--- src/design/tmpow_pkg.sv ---
`default_nettype none
// ----------------------------------------------------------------------------
// tmpow_pkg: shared types and constants for the matrix power core
// Payload structs, controller/datapath command and status groups, register
// codes and the Q2.30 round-and-saturate function.
// ----------------------------------------------------------------------------
package tmpow_pkg;

  // Fixed-point geometry
  localparam int ELEM_W     = 32;   // Q2.30 element
  localparam int FRAC_W     = 30;
  localparam int PROD_W     = 64;   // exact Q4.60 product
  localparam int ACC_W      = 67;   // exact sum of up to eight products
  localparam int SIDE_IDX_W = 3;    // index field width for the largest side

  // Configuration register codes (word index from paddr[2])
  localparam logic REG_STATE_COUNT = 1'b0;
  localparam logic REG_EXPONENT    = 1'b1;

  localparam logic [3:0]  STATE_COUNT_RESET = 4'd8;
  localparam logic [15:0] EXPONENT_RESET    = 16'd1;

  // Lane memory banks: copy of the loaded row, then two ping-pong banks
  typedef logic [1:0] bank_t;
  localparam bank_t BANK_BASE = 2'd0;
  localparam bank_t BANK_A    = 2'd1;
  localparam bank_t BANK_B    = 2'd2;

  // Rounding and saturation bounds
  localparam logic signed [ACC_W-1:0] RND_BIAS = ACC_W'(64'sd536870912);
  localparam logic signed [ACC_W-1:0] SAT_HI   = ACC_W'(64'sd2305843009213693952);
  localparam logic signed [ACC_W-1:0] SAT_LO   = -SAT_HI;
  localparam logic signed [ELEM_W-1:0] Q_MAX   = 32'sh7FFF_FFFF;
  localparam logic signed [ELEM_W-1:0] Q_MIN   = 32'sh8000_0000;

  // Channel payloads
  typedef struct packed {
    logic signed [ELEM_W-1:0] element;
    logic                     final_element;
  } load_item_t;

  typedef struct packed {
    logic signed [ELEM_W-1:0] product_element;
    logic                     last_of_run;
  } result_item_t;

  // Controller to datapath
  typedef struct packed {
    logic                  load_wr;
    logic [SIDE_IDX_W-1:0] load_row;
    logic [SIDE_IDX_W-1:0] load_col;
    logic                  mul_issue;
    logic                  mul_first;
    logic                  mul_last;
    logic [SIDE_IDX_W-1:0] mul_k;
    logic [SIDE_IDX_W-1:0] mul_col;
    bank_t                 bank_src;
    bank_t                 bank_dst;
    logic                  out_issue;
    logic                  out_last;
    logic [SIDE_IDX_W-1:0] out_row;
    logic [SIDE_IDX_W-1:0] out_col;
  } tmpow_cmd_t;

  // Datapath to controller
  typedef struct packed {
    logic pipe_busy;
    logic out_pend;
    logic out_can_issue;
  } tmpow_status_t;

  // Round half up to Q2.30, then saturate
  function automatic logic signed [ELEM_W-1:0] round_sat(
    input logic signed [ACC_W-1:0] acc
  );
    logic signed [ACC_W-1:0] t;
    t = acc + RND_BIAS;
    if (t >= SAT_HI) begin
      return Q_MAX;
    end else if (t < SAT_LO) begin
      return Q_MIN;
    end
    return $signed(t[FRAC_W+ELEM_W-1:FRAC_W]);
  endfunction

endpackage
`default_nettype wire

--- src/design/tmpow_ctrl.sv ---
`default_nettype none
// ----------------------------------------------------------------------------
// tmpow_ctrl: sequencer for load, multiply passes and result read-out
// Tracks the load position, walks column/inner-index pairs for each pass,
// swaps ping-pong banks between passes and issues result reads.
// ----------------------------------------------------------------------------
module tmpow_ctrl #(
  parameter int MAX_STATES = 8
) (
  input  wire logic                     clk,
  input  wire logic                     rst,
  input  wire logic [3:0]               state_count,
  input  wire logic [15:0]              exponent,
  input  wire logic                     cfg_wr,
  input  wire logic                     side_wr,
  input  wire logic                     load_valid,
  input  wire logic                     load_final,
  output logic                          load_ready,
  output tmpow_pkg::tmpow_cmd_t         cmd,
  input  wire tmpow_pkg::tmpow_status_t status
);
  import tmpow_pkg::*;

  localparam int IDX_W = (MAX_STATES > 1) ? $clog2(MAX_STATES) : 1;
  localparam int NW    = $clog2(MAX_STATES + 1);
  localparam int CNT_W = $clog2(MAX_STATES * MAX_STATES + 1);

  localparam logic [2:0] ST_LOAD  = 3'd0;
  localparam logic [2:0] ST_ALIGN = 3'd1;
  localparam logic [2:0] ST_MUL   = 3'd2;
  localparam logic [2:0] ST_DRAIN = 3'd3;
  localparam logic [2:0] ST_OUT   = 3'd4;
  localparam logic [2:0] ST_FLUSH = 3'd5;

  logic [2:0]       state;
  logic [CNT_W-1:0] ld_pos, walk;
  logic [IDX_W-1:0] ld_row, ld_col;
  logic [IDX_W-1:0] cnt_hi, cnt_lo;
  bank_t            src, dst;
  logic [15:0]      pass, mults;

  logic [NW-1:0]    n;
  logic [CNT_W-1:0] cells;
  logic             accept, ld_col_last, lo_last, hi_last;

  // Side length in use, clamped to 1..MAX_STATES
  always_comb begin
    if (state_count == 4'd0) begin
      n = NW'(1);
    end else if (state_count > 4'(MAX_STATES)) begin
      n = NW'(MAX_STATES);
    end else begin
      n = NW'(state_count);
    end
    cells = CNT_W'(n) * CNT_W'(n);
  end

  assign ld_col_last = (NW'(ld_col) + NW'(1)) == n;
  assign lo_last     = (NW'(cnt_lo) + NW'(1)) == n;
  assign hi_last     = (NW'(cnt_hi) + NW'(1)) == n;

  assign load_ready = (state == ST_LOAD) && !cfg_wr;
  assign accept     = load_valid && load_ready;

  // Commands
  always_comb begin
    cmd           = '0;
    cmd.load_wr   = accept && (ld_pos < cells);
    cmd.load_row  = SIDE_IDX_W'(ld_row);
    cmd.load_col  = SIDE_IDX_W'(ld_col);
    cmd.mul_issue = (state == ST_MUL);
    cmd.mul_first = (cnt_lo == '0);
    cmd.mul_last  = lo_last;
    cmd.mul_k     = SIDE_IDX_W'(cnt_lo);
    cmd.mul_col   = SIDE_IDX_W'(cnt_hi);
    cmd.bank_src  = src;
    cmd.bank_dst  = dst;
    cmd.out_issue = (state == ST_OUT) && status.out_can_issue;
    cmd.out_last  = hi_last && lo_last;
    cmd.out_row   = SIDE_IDX_W'(cnt_hi);
    cmd.out_col   = SIDE_IDX_W'(cnt_lo);
  end

  // Sequencer
  always_ff @(posedge clk) begin
    if (rst) begin
      state  <= ST_LOAD;
      ld_pos <= '0;
      ld_row <= '0;
      ld_col <= '0;
      walk   <= '0;
      cnt_hi <= '0;
      cnt_lo <= '0;
      src    <= BANK_BASE;
      dst    <= BANK_A;
      pass   <= '0;
      mults  <= '0;
    end else begin
      unique case (state)
        ST_LOAD: begin
          if (side_wr) begin
            // side changed mid-load: recompute row and column of ld_pos
            state  <= ST_ALIGN;
            walk   <= '0;
            ld_row <= '0;
            ld_col <= '0;
          end else if (accept) begin
            if (ld_pos < cells) begin
              ld_pos <= ld_pos + CNT_W'(1);
              if (ld_col_last) begin
                ld_col <= '0;
                ld_row <= ld_row + IDX_W'(1);
              end else begin
                ld_col <= ld_col + IDX_W'(1);
              end
            end
            if (load_final) begin
              ld_pos <= '0;
              ld_row <= '0;
              ld_col <= '0;
              cnt_hi <= '0;
              cnt_lo <= '0;
              src    <= BANK_BASE;
              dst    <= BANK_A;
              pass   <= '0;
              if (exponent >= 16'd2) begin
                mults <= exponent - 16'd1;
                state <= ST_MUL;
              end else begin
                mults <= '0;
                state <= ST_OUT;
              end
            end
          end
        end

        ST_ALIGN: begin
          if (side_wr) begin
            walk   <= '0;
            ld_row <= '0;
            ld_col <= '0;
          end else if (walk == ld_pos || walk == cells) begin
            state <= ST_LOAD;
          end else begin
            walk <= walk + CNT_W'(1);
            if (ld_col_last) begin
              ld_col <= '0;
              ld_row <= ld_row + IDX_W'(1);
            end else begin
              ld_col <= ld_col + IDX_W'(1);
            end
          end
        end

        ST_MUL: begin
          // inner index fastest, then column
          if (lo_last) begin
            cnt_lo <= '0;
            if (hi_last) begin
              cnt_hi <= '0;
              state  <= ST_DRAIN;
            end else begin
              cnt_hi <= cnt_hi + IDX_W'(1);
            end
          end else begin
            cnt_lo <= cnt_lo + IDX_W'(1);
          end
        end

        ST_DRAIN: begin
          if (!status.pipe_busy) begin
            src  <= dst;
            dst  <= (dst == BANK_A) ? BANK_B : BANK_A;
            pass <= pass + 16'd1;
            if (pass + 16'd1 == mults) begin
              state <= ST_OUT;
            end else begin
              state <= ST_MUL;
            end
          end
        end

        ST_OUT: begin
          if (cmd.out_issue) begin
            if (lo_last) begin
              cnt_lo <= '0;
              if (hi_last) begin
                cnt_hi <= '0;
                state  <= ST_FLUSH;
              end else begin
                cnt_hi <= cnt_hi + IDX_W'(1);
              end
            end else begin
              cnt_lo <= cnt_lo + IDX_W'(1);
            end
          end
        end

        ST_FLUSH: begin
          if (!status.out_pend) begin
            state <= ST_LOAD;
          end
        end

        default: begin
          state <= ST_LOAD;
        end
      endcase
    end
  end

endmodule
`default_nettype wire

--- config.mk ---
export PLATFORM = sky130hd
export DESIGN_NAME = tmpow_ctrl
export DESIGN_NICKNAME = d
export VERILOG_FILES = /design/src/design/tmpow_pkg.sv /design/src/design/tmpow_ctrl.sv
export SDC_FILE = /design/constraint.sdc
export NUM_CORES = 1
export LEC_CHECK = 0
export BUFFER_PORTS_ARGS = -buffer_cell sky130_fd_sc_hd__buf_2
export CORE_MARGIN = 4
export CORE_UTILIZATION = 54
export DETAILED_ROUTE_END_ITERATION = 7
export PLACE_DENSITY = 0.78
export SETUP_SLACK_MARGIN = 0.4
export SLEW_MARGIN = 20
export SYNTH_ARGS = -nofsm -noshare
export SYNTH_HDL_FRONTEND = slang
export SYNTH_SLANG_ARGS = --single-unit
export TNS_END_PERCENT = 30
--- constraint.sdc ---
create_clock -name clk -period 5.1 [get_ports clk]
set_input_delay 1.53 -clock clk [delete_from_list [all_inputs] [get_ports clk]]
set_output_delay 1.53 -clock clk [all_outputs]
set_load 0.02 [all_outputs]
==> results of run 1 <==
==> flip-flops by register name (all words and copies together), names as in the netlist, 7 cells and up <==
signal,flops
ld_pos,7
walk,7
mults,16
pass,16
==> worst paths after layout <==
check / startpoint / to / slack, ns / cells past startpoint
max: state_count[3] / cmd[27] / -0.06 / 13
min: src[0] / src[0] / 0.46 / 2
max reg2reg: ld_pos[2] / ld_row[0] / 2.38 / 9
min reg2reg: src[0] / src[0] / 0.46 / 2
==> cell usage after synthesis (6+ instances only) <==
cell / count / area, um2
or3_1: 9 / 56.3
a211oi_1: 7 / 52.6
and2_1: 8 / 50.1
nor3_1: 16 / 80.1
o22ai_1: 6 / 37.5
inv_1: 17 / 63.8
o21ai_0: 43 / 215
xor2_1: 19 / 166
and3_1: 9 / 56.3
clkbuf_1: 19 / 71.3
nor2b_1: 9 / 56.3
nand3_1: 22 / 110
nand2_1: 52 / 195
o31ai_1: 7 / 52.6
buf_2: 8 / 40.0
nor3b_1: 8 / 60.1
nor2_1: 63 / 236
and4_1: 6 / 52.6
xnor2_1: 29 / 254
mux2i_1: 8 / 80.1
nand3b_1: 7 / 52.6
nand4_1: 15 / 93.8
dfxtp_1: 65 / 1300
buf_4: 8 / 60.1
nand2b_1: 9 / 56.3
a21oi_1: 40 / 200
ha_1: 18 / 225
nor4_1: 6 / 37.5
==> layout make-up <==
class                      instances  share of cell area [%]
clock buffer                      11                    2.57
tap                              108                    2.46
timing repair buffer              76                    8.19
sequential                        65                    23.6
clock inverter                     5                    1.00
inverter                          18                    1.23
multi-input combinational        500                    60.9
==> layer usage <==
layer / GRT usage [%] / wire length, um / up-vias
li1: - / - / 2344
met1: 28.6 / 5090 / 2281
met2: 44.7 / 6500 / 161
met3: 4.06 / 789 / 17
met4: 6.37 / 158 / 0
met5: 0 / 0 / -
==> critical path, delay by kind of cell <==
kind                       cells  cell delay, ns
AOI/OAI and AO/OA              2            0.24
adders and majority gates      2            0.43
buffers and inverters          2            0.23
muxes                          1            0.22
and+or+nand+nor                6            0.97
==> stage by stage <==
stage	hold WS (ns)	cell area, um2	TNS, ns	total power (W)	std cells
after floorplan	0.445	4970	-0.0802	0.000982	625
after global placement	0.447	5270	-0.131	0.00108	766
after detailed placement	0.453	5270	-0.142	0.00110	766
after CTS	0.462	5490	-0.0647	0.00154	783
after global routing	0.496	5500	-0.234	0.00163	783
final	0.458	5500	-0.0593	0.00153	783
==> cell usage in the layout (no fill, tap or decap), types with 4 or more instances in the layout <==
master	Yosys	final
xor2_1	19	19
mux2i_1	8	8
clkbuf_8	2	10
and3_1	9	8
or3_1	9	9
nor3_1	16	15
ha_1	18	16
nor2b_1	9	8
and2_1	8	7
o31ai_1	7	7
a21o_1	5	5
nand2b_1	9	9
buf_4	8	19
a31oi_1	5	4
and4_1	6	6
o22ai_1	6	6
a22oi_1	4	4
nor4_1	6	6
nand2_1	52	52
a211oi_1	7	7
nand3b_1	7	7
nor3b_1	8	6
inv_1	17	17
o21ai_0	43	43
dfxtp_1	65	65
buf_2	8	54
a21oi_1	40	39
nand3_1	22	22
nor2_1	63	63
nand4_1	15	15
xnor2_1	29	29
o211ai_1	5	5
==> where the power goes <==
part           internal (W)  switching [W]  total (W)  leakage, nW
Clock              0.000237       0.000195   0.000432       0.0953
Combinational      0.000198       0.000312   0.000511         1.53
Sequential         0.000534      0.0000542   0.000588        0.525
==> cell families after synthesis <==
logic type / after synthesis / share of synthesized area, %
buffers and inverters: 60 / 6.46
other: 1 / 0.0769
adder cells (fa/ha/maj): 19 / 5.03
AO/OA/AOI/OAI: 157 / 21.3
flip-flops: 65 / 26.7
XOR/XNOR: 51 / 10.1
multiplexers: 9 / 1.87
AND/OR/NAND/NOR: 262 / 28.5
==> timing repair <==
item,CTS,global route
gates resized for setup,7,1
setup endpoints to repair,2,2
hold buffers,0,0
hold endpoints to repair,0,0
setup buffers,1,0
pin swaps,0,1
==> results_dict.tcl, run 1 <==
set metrics [dict create \
    status "finished with violations" \
    violations "negative setup slack" \
    fin_ws_ns -0.0593 \
    dp_slack_ns -0.142 \
    power_density_mw_per_mm2 278 \
    regArea_mm2 0.00130 \
    clock_sinks 65 \
    grt.overflow.total 0 \
    htreeDepth 3 \
    min_period_over_period_pct 101 \
    rsz0062_at_grt "yes" \
    synth_ff_type "dfxtp_1" \
    fp.dieArea_mm2 0.0106 \
    hold_viol_final 0 \
    vdd_drop_max_uv 200 \
    cts_inserted_buffers 9 \
    setup_viol 1 \
    cts_root_buffer "clkbuf_8" \
    wl_per_cell_um 16.0 \
    fin_worst_skew_ns 0.0102 \
    multi_input_area_mm2 0.00335 \
    io_pins 58 \
    dp_hpwl_mm 9.54 \
    grt_usage_pct 24.1 \
    cp_data_arrival_time_ns 3.63 \
    maxSlewViolCount 0 \
    antenna_found_initial 0 \
    crit_chain "buf_8, and2b_2, and3_4, ha_4, nand4b_1, mux2i_1, and2_1, ha_1, o21a_1, nor2_1, a21oi_2, nor3_4, buf_6" \
    async_flop_share_pct 0 \
    syn-cell-area_mm2 0.00488 \
    die_w_um 103 \
    synth-seq-area-share_pct 26.7 \
    hp-class "flop to flop" \
    slowest_delay_ns 0.24 \
    die_h_um 103 \
    syn_to_final_growth_pct 12.8 \
    slew-limit-headroom_pct 37.1 \
    wl_mm 12.5 \
    cp-start-kind "primary input" \
    antennaDiodeCount 0 \
    required_ns 3.57 \
    clk_latency_ns 0.34 \
    initial_core_util_pct 55.7 \
    synth-edff-count 0 \
    fill_cells 798 \
    row_count 34 \
    synthCells 624 \
    p_leak_nw 2.15 \
    yosysUniqueCellTypes 85 \
    synth.avg_cell_area_um2 7.82 \
    crit_path_end_kind "primary output" \
    grt_max_degree 39 \
    drc 0 \
    port_buffers 57 \
    tightest_slew_ns 0.940 \
    place_congestion 0.935 \
    crit_slowest_cell "and2b_2" \
    clkTransAtPathRegs_ns 0.06 \
    post-route-util_pct 62.8 \
    first_pass_iters 5 \
    path_class "primary input to primary output" \
    max_cap_viol_count 0 \
    crit_fanout 5 \
    drtIter0Drc 223 \
    clockBufferDepth 2 \
    routed_via_density 6.13 \
    antenna_left 0 \
    synth_warnings 0 \
    grt_pass1_wl_mm 20.8 \
    via_count 4803 \
    synth_seq_cells 65 \
    grt_pass1_vias 4521 \
    fmax_mhz 194 \
    cts_tree "yes" \
    core_mm2 0.00876 \
    nets 718 \
    drive_above_1_share_pct 18.1 \
    finalCriticalPeriod_ns 5.16 \
]
Power figures use the tool's default switching activity.
==> run 2, diff against run 1 <==
--- a/config.mk
+++ b/config.mk
@@ -5,10 +5,10 @@
 export SDC_FILE = /design/constraint.sdc
 export NUM_CORES = 1
 export LEC_CHECK = 0
-export BUFFER_PORTS_ARGS = -buffer_cell sky130_fd_sc_hd__buf_2
 export CORE_MARGIN = 4
-export CORE_UTILIZATION = 54
+export CORE_UTILIZATION = 59
 export DETAILED_ROUTE_END_ITERATION = 7
+export DONT_BUFFER_PORTS = 1
 export PLACE_DENSITY = 0.78
 export SETUP_SLACK_MARGIN = 0.4
 export SLEW_MARGIN = 20
==> run 2 against run 1 <==
Net effect:
- the run now ends clean
- hold slack improved by 0.018 ns
- routed wire length fell by 3.9%
- final area fell by 6.1%
- register-to-register slack got worse by 0.16 ns
- first-iteration DRC count rose by 0.45%
- sequential share of layout area rose by 1.5 points
- non-clock buffer count fell by 67
- combinational power fell by 16%
- total power rose by 3.3%
- clock skew rose by 0.0025 ns
- worst setup slack improved by 0.083 ns
- critical path type unchanged
- critical endpoint unchanged
==> results_dict.tcl, run 2 (synthesis results as in run 1) <==
set metrics [dict create \
    drtIter0Drc 224 \
    whs_path_depth 2 \
    cp_data_arrival_time_ns 3.55 \
    hp-class "flop to flop" \
    min_period_over_period_pct 99.5 \
    crit_path_end_kind "primary output" \
    clk_latency_ns 0.35 \
    dp_slack_ns 0.0225 \
    ff2ff_path_depth 10 \
    cts_root_buffer "clkbuf_8" \
    antennaDiodeCount 0 \
    slowest_delay_ns 0.40 \
    crit_fanout 16 \
    clkTransAtPathRegs_ns 0.08 \
    cp-start-kind "primary input" \
    grt_pass1_vias 4166 \
    fin_ws_ns 0.0239 \
    rsz0062_at_grt "yes" \
    power_density_mw_per_mm2 306 \
    drc 0 \
    slew-limit-headroom_pct 39.1 \
    die_h_um 98.9 \
    routed_via_density 6.33 \
    die_w_um 98.9 \
    layout_commonest_cell "dfxtp_1" \
    row_count 32 \
    mostFrequentLayoutCells "dfxtp_1 (65), nor2_1 (62), nand2_1 (52)" \
    first_pass_iters 5 \
    required_ns 3.57 \
    core_mm2 0.00789 \
    hold_viol_final 0 \
    grt_pass1_wl_mm 19.6 \
    dp_hpwl_mm 8.95 \
    fin_worst_skew_ns 0.0128 \
    reg_top3 "mults: 16 flops, pass: 16 flops" \
    fmax_mhz 197 \
    vdd_drop_max_uv 139 \
    p_leak_nw 1.85 \
    clockBufferDepth 2 \
    drive_above_1_share_pct 9.38 \
    path_depth 8 \
    maxSlewViolCount 0 \
    wl_per_cell_um 17.0 \
    port_buffers 0 \
    cp_num_buf_inv 0 \
    path_class "primary input to primary output" \
    wl_mm 12.0 \
    nets 651 \
    setup_viol 0 \
    crit_chain "and2b_2, and3_4, fa_2, xnor2_1, ha_1, a2111oi_4, a21oi_2, nor3_4" \
    fp.dieArea_mm2 0.00979 \
    antenna_found_initial 0 \
    htreeDepth 3 \
    finalCriticalPeriod_ns 5.08 \
    clock_sinks 65 \
    antenna_left 0 \
    p_total_w 0.00158 \
    crit_family "adder cells" \
    max_cap_viol_count 0 \
    dp.cells 692 \
    io_pins 58 \
    instances_no_fill 710 \
    grt_usage_pct 24.4 \
    crit_slowest_cell "fa_2" \
    syn_to_final_growth_pct 5.98 \
    grt_max_degree 39 \
    grt.overflow.total 0 \
    cts_inserted_buffers 9 \
    cts_tree "yes" \
    place_congestion 0.894 \
    via_count 4494 \
    initial_core_util_pct 61.8 \
    tightest_slew_ns 0.909 \
    status "finished, final reports clean" \
    regToRegSetupSlack_ns 2.22 \
]
-- run 2: cell count changes in the layout (fill, tap and decap cells not counted), moves of 2 or more --
cell | previous run | this run
buf_6 | 2 | 0
buf_2 | 54 | 0
bufinv_16 | 1 | 3
buf_4 | 19 | 9
-- run 2: worst paths after layout --
check | end | from
setup / recovery | cmd[27] | state_count[3]
hold / removal | mults[15] | mults[15]
setup reg to reg | ld_col[2] | ld_pos[2]
hold reg to reg | mults[15] | mults[15]
-- run 2: what timing repair did --
action,CTS,global route
endpoints found under the setup margin,1,1
pin swaps,0,7
hold buffers,0,0
setup buffers,0,2
gates resized for setup,0,3
-- run 2: worst register-to-register path: stages, from the launching register on --
cell and delay, ns:
dfxtp_1 0.40, ha_1 0.26, or3_1 0.32, o31ai_1 0.28, a21oi_2 0.13, buf_4 0.15, buf_4 0.13, nor3b_1 0.15
o31ai_2 0.49, o21ai_0 0.17, a32o_1 0.29
-- run 2: per-layer routing --
metal | global-route usage (%) | part of all wire, %
met5 | 0 | 0
met4 | 7.35 | 1.7
met3 | 4.67 | 6.0
met2 | 43.5 | 50
met1 | 29.5 | 42
-- run 2: through the flow --
step / TNS, ns / instance area (um2) / util [%] / hold slack (ns)
after detailed placement: 0 / 4890 / 62.0 / 0.470
final: 0 / 5170 / 65.5 / 0.477
after floorplan: -0.0802 / 4970 / - / 0.445
after global routing: -0.0618 / 5170 / 65.5 / 0.501
after CTS: 0 / 5130 / 65.1 / 0.484
after global placement: 0 / 4890 / 62.0 / 0.464
-- run 2: area by class of cell --
class	count	area, um2
repair buffers	9	67.6
fillers	669	2720
well taps	102	128
multi-input cells	500	3360
inverters	18	67.6
clock buffers	9	124
flip-flops and latches	65	1300
clock inverters	7	119
-- run 2: report_power, final --
part           switching, W  total (W)  internal (W)
clock              0.000219   0.000543      0.000325
combinational      0.000265   0.000430      0.000165
sequential        0.0000742   0.000608      0.000534
total              0.000558    0.00158       0.00102
==> run 3, diff against run 2 <==
--- a/config.mk
+++ b/config.mk
@@ -5,6 +5,7 @@
 export SDC_FILE = /design/constraint.sdc
 export NUM_CORES = 1
 export LEC_CHECK = 0
+export CAP_MARGIN = 20
 export CORE_MARGIN = 4
 export CORE_UTILIZATION = 59
 export DETAILED_ROUTE_END_ITERATION = 7
==> constraint.sdc (replaced) <==
create_clock -name clk -period 4.4 [get_ports clk]
set_input_delay 1.32 -clock clk [delete_from_list [all_inputs] [get_ports clk]]
set_output_delay 1.32 -clock clk [all_outputs]
set_load 0.02 [all_outputs]
==> run 3 against run 2 <==
Net effect:
- the run now ends with negative setup slack left
- critical path depth increased by 2
- non-clock buffer count increased by 11
- die area unchanged
- clock skew decreased by 0.0011 ns
- via count increased by 1.9%
- routed wire length increased by 2.2%
- sequential power increased by 15%
- total power increased by 20%
- sequential share of layout area decreased by 0.79 points
- utilization increased by 2.2 points
- largest power group unchanged
==> results_dict.tcl, run 3 (synthesis results as in run 1) <==
set metrics [dict create \
    tightest_slew_ns 0.939 \
    cts_root_buffer "clkbuf_8" \
    hold_viol_final 0 \
    grt_max_degree 39 \
    max_cap_viol_count 0 \
    power_density_mw_per_mm2 357 \
    grt_usage_pct 25.0 \
    antenna_found_initial 0 \
    cp-start-kind "primary input" \
    syn_to_final_growth_pct 9.52 \
    wl_per_cell_um 17.1 \
    ff2ff_path_depth 11 \
    cts_tree "yes" \
    core_mm2 0.00789 \
    antenna_left 0 \
    grt.overflow.total 0 \
    die_w_um 98.9 \
    antennaDiodeCount 0 \
    clkTransAtPathRegs_ns 0.07 \
    initial_core_util_pct 61.8 \
    slowest_delay_ns 0.31 \
    slew-limit-headroom_pct 37.2 \
    place_congestion 0.929 \
    drc 0 \
    die_h_um 98.9 \
    fin_ws_ns -0.254 \
    p_leak_nw 1.94 \
    setup_viol 1 \
    fmax_mhz 215 \
    clockBufferDepth 2 \
    fill_cells 654 \
    post-route-util_pct 67.7 \
    crit_fanout 16 \
    drive_above_1_share_pct 11.8 \
    grt_pass1_vias 4386 \
    port_buffers 0 \
    fin_area_mm2 0.00534 \
    dpl_cell_area_mm2 0.00496 \
    wl_mm 12.3 \
    crit_slowest_cell "a2111oi_4" \
    first_pass_iters 5 \
    violations "negative setup slack" \
    dp_hpwl_mm 9.04 \
    fp.dieArea_mm2 0.00979 \
    fin_worst_skew_ns 0.0117 \
    crit_chain "and2b_2, and3_4, ha_4, nand4b_1, mux2i_1, and2_1, ha_1, a2111oi_4, a21oi_2, nor3_4" \
    maxSlewViolCount 0 \
    htreeDepth 3 \
    crit_path_end_kind "primary output" \
    grt_pass1_wl_mm 20.2 \
    rsz0062_at_grt "yes" \
    reg_top3 "mults: 16 flops, pass: 16 flops" \
    finalCriticalPeriod_ns 4.65 \
    status "finished with violations" \
    whs_path_depth 2 \
    vdd_drop_max_uv 236 \
    regToRegSetupSlack_ns 1.59 \
    path_class "primary input to primary output" \
    mostFrequentLayoutCells "dfxtp_1 (64), nor2_1 (62), nand2_1 (52)" \
    p_total_w 0.00190 \
    via_count 4578 \
    clk_latency_ns 0.35 \
    layout_commonest_cell "dfxtp_1" \
    row_count 32 \
    io_pins 58 \
    clock_sinks 65 \
    cp_data_arrival_time_ns 3.33 \
    hp-class "flop to flop" \
    required_ns 3.08 \
    drtIter0Drc 239 \
    cts_inserted_buffers 9 \
    routed_via_density 6.34 \
    min_period_over_period_pct 106 \
    nets 663 \
]
run 3: worst paths after layout:
kind                        from   endpoint
setup reg to reg       ld_pos[2]  ld_col[2]
setup / recovery  state_count[3]    cmd[27]
hold / removal          mults[4]   mults[4]
hold reg to reg         mults[4]   mults[4]
run 3: cell type report:
cell class              count  area [um2]  share of cell area [%]
well taps                 102         128                    2.39
clock buffers              10         138                    2.58
flip-flops and latches     65        1300                    24.4
inverters                  18        67.6                    1.26
clock inverters             6         115                    2.16
repair buffers             20         158                    2.95
multi-input cells         501        3430                    64.3
run 3: critical path: cells and delay by family:
kind                     cells  cell delay, ns
AO/OA/AOI/OAI                2            0.44
multiplexers                 1            0.16
adder cells (fa/ha/maj)      2            0.47
AND/OR/NAND/NOR              5            0.94
run 3: per-layer routing:
| layer | global-route usage (%) | share of wire (%) |
|---|---|---|
| met2 | 43.1 | 51 |
| met4 | 11.1 | 2.8 |
| met5 | 0 | 0 |
| met1 | 29.3 | 41 |
| met3 | 5.73 | 5.7 |
run 3: per-stage QoR:
step	setup TNS [ns]	worst slack (ns)	cells	hold slack, ns
after floorplan	-0.329	-0.329	625	0.445
after global placement	-0.220	-0.220	697	0.463
after detailed placement	-0.278	-0.278	697	0.468
after CTS	-0.283	-0.283	717	0.482
after global routing	-0.343	-0.343	722	0.502
final	-0.254	-0.254	722	0.479
run 3: power by group:
part,internal (W),total (W),switching [W],leakage (nW)
combinational,0.000222,0.000564,0.000342,1.29
sequential,0.000619,0.000698,0.0000792,0.525
clock,0.000394,0.000642,0.000249,0.123
total,0.00123,0.00190,0.000670,1.94
run 3: what timing repair did:
item | CTS | global route
pin swaps | 6 | 13
buffers inserted | 4 | 4
setup endpoints to repair | 1 | 14
gates cloned | 0 | 1
hold buffers | 0 | 0
resized for setup | 1 | 8
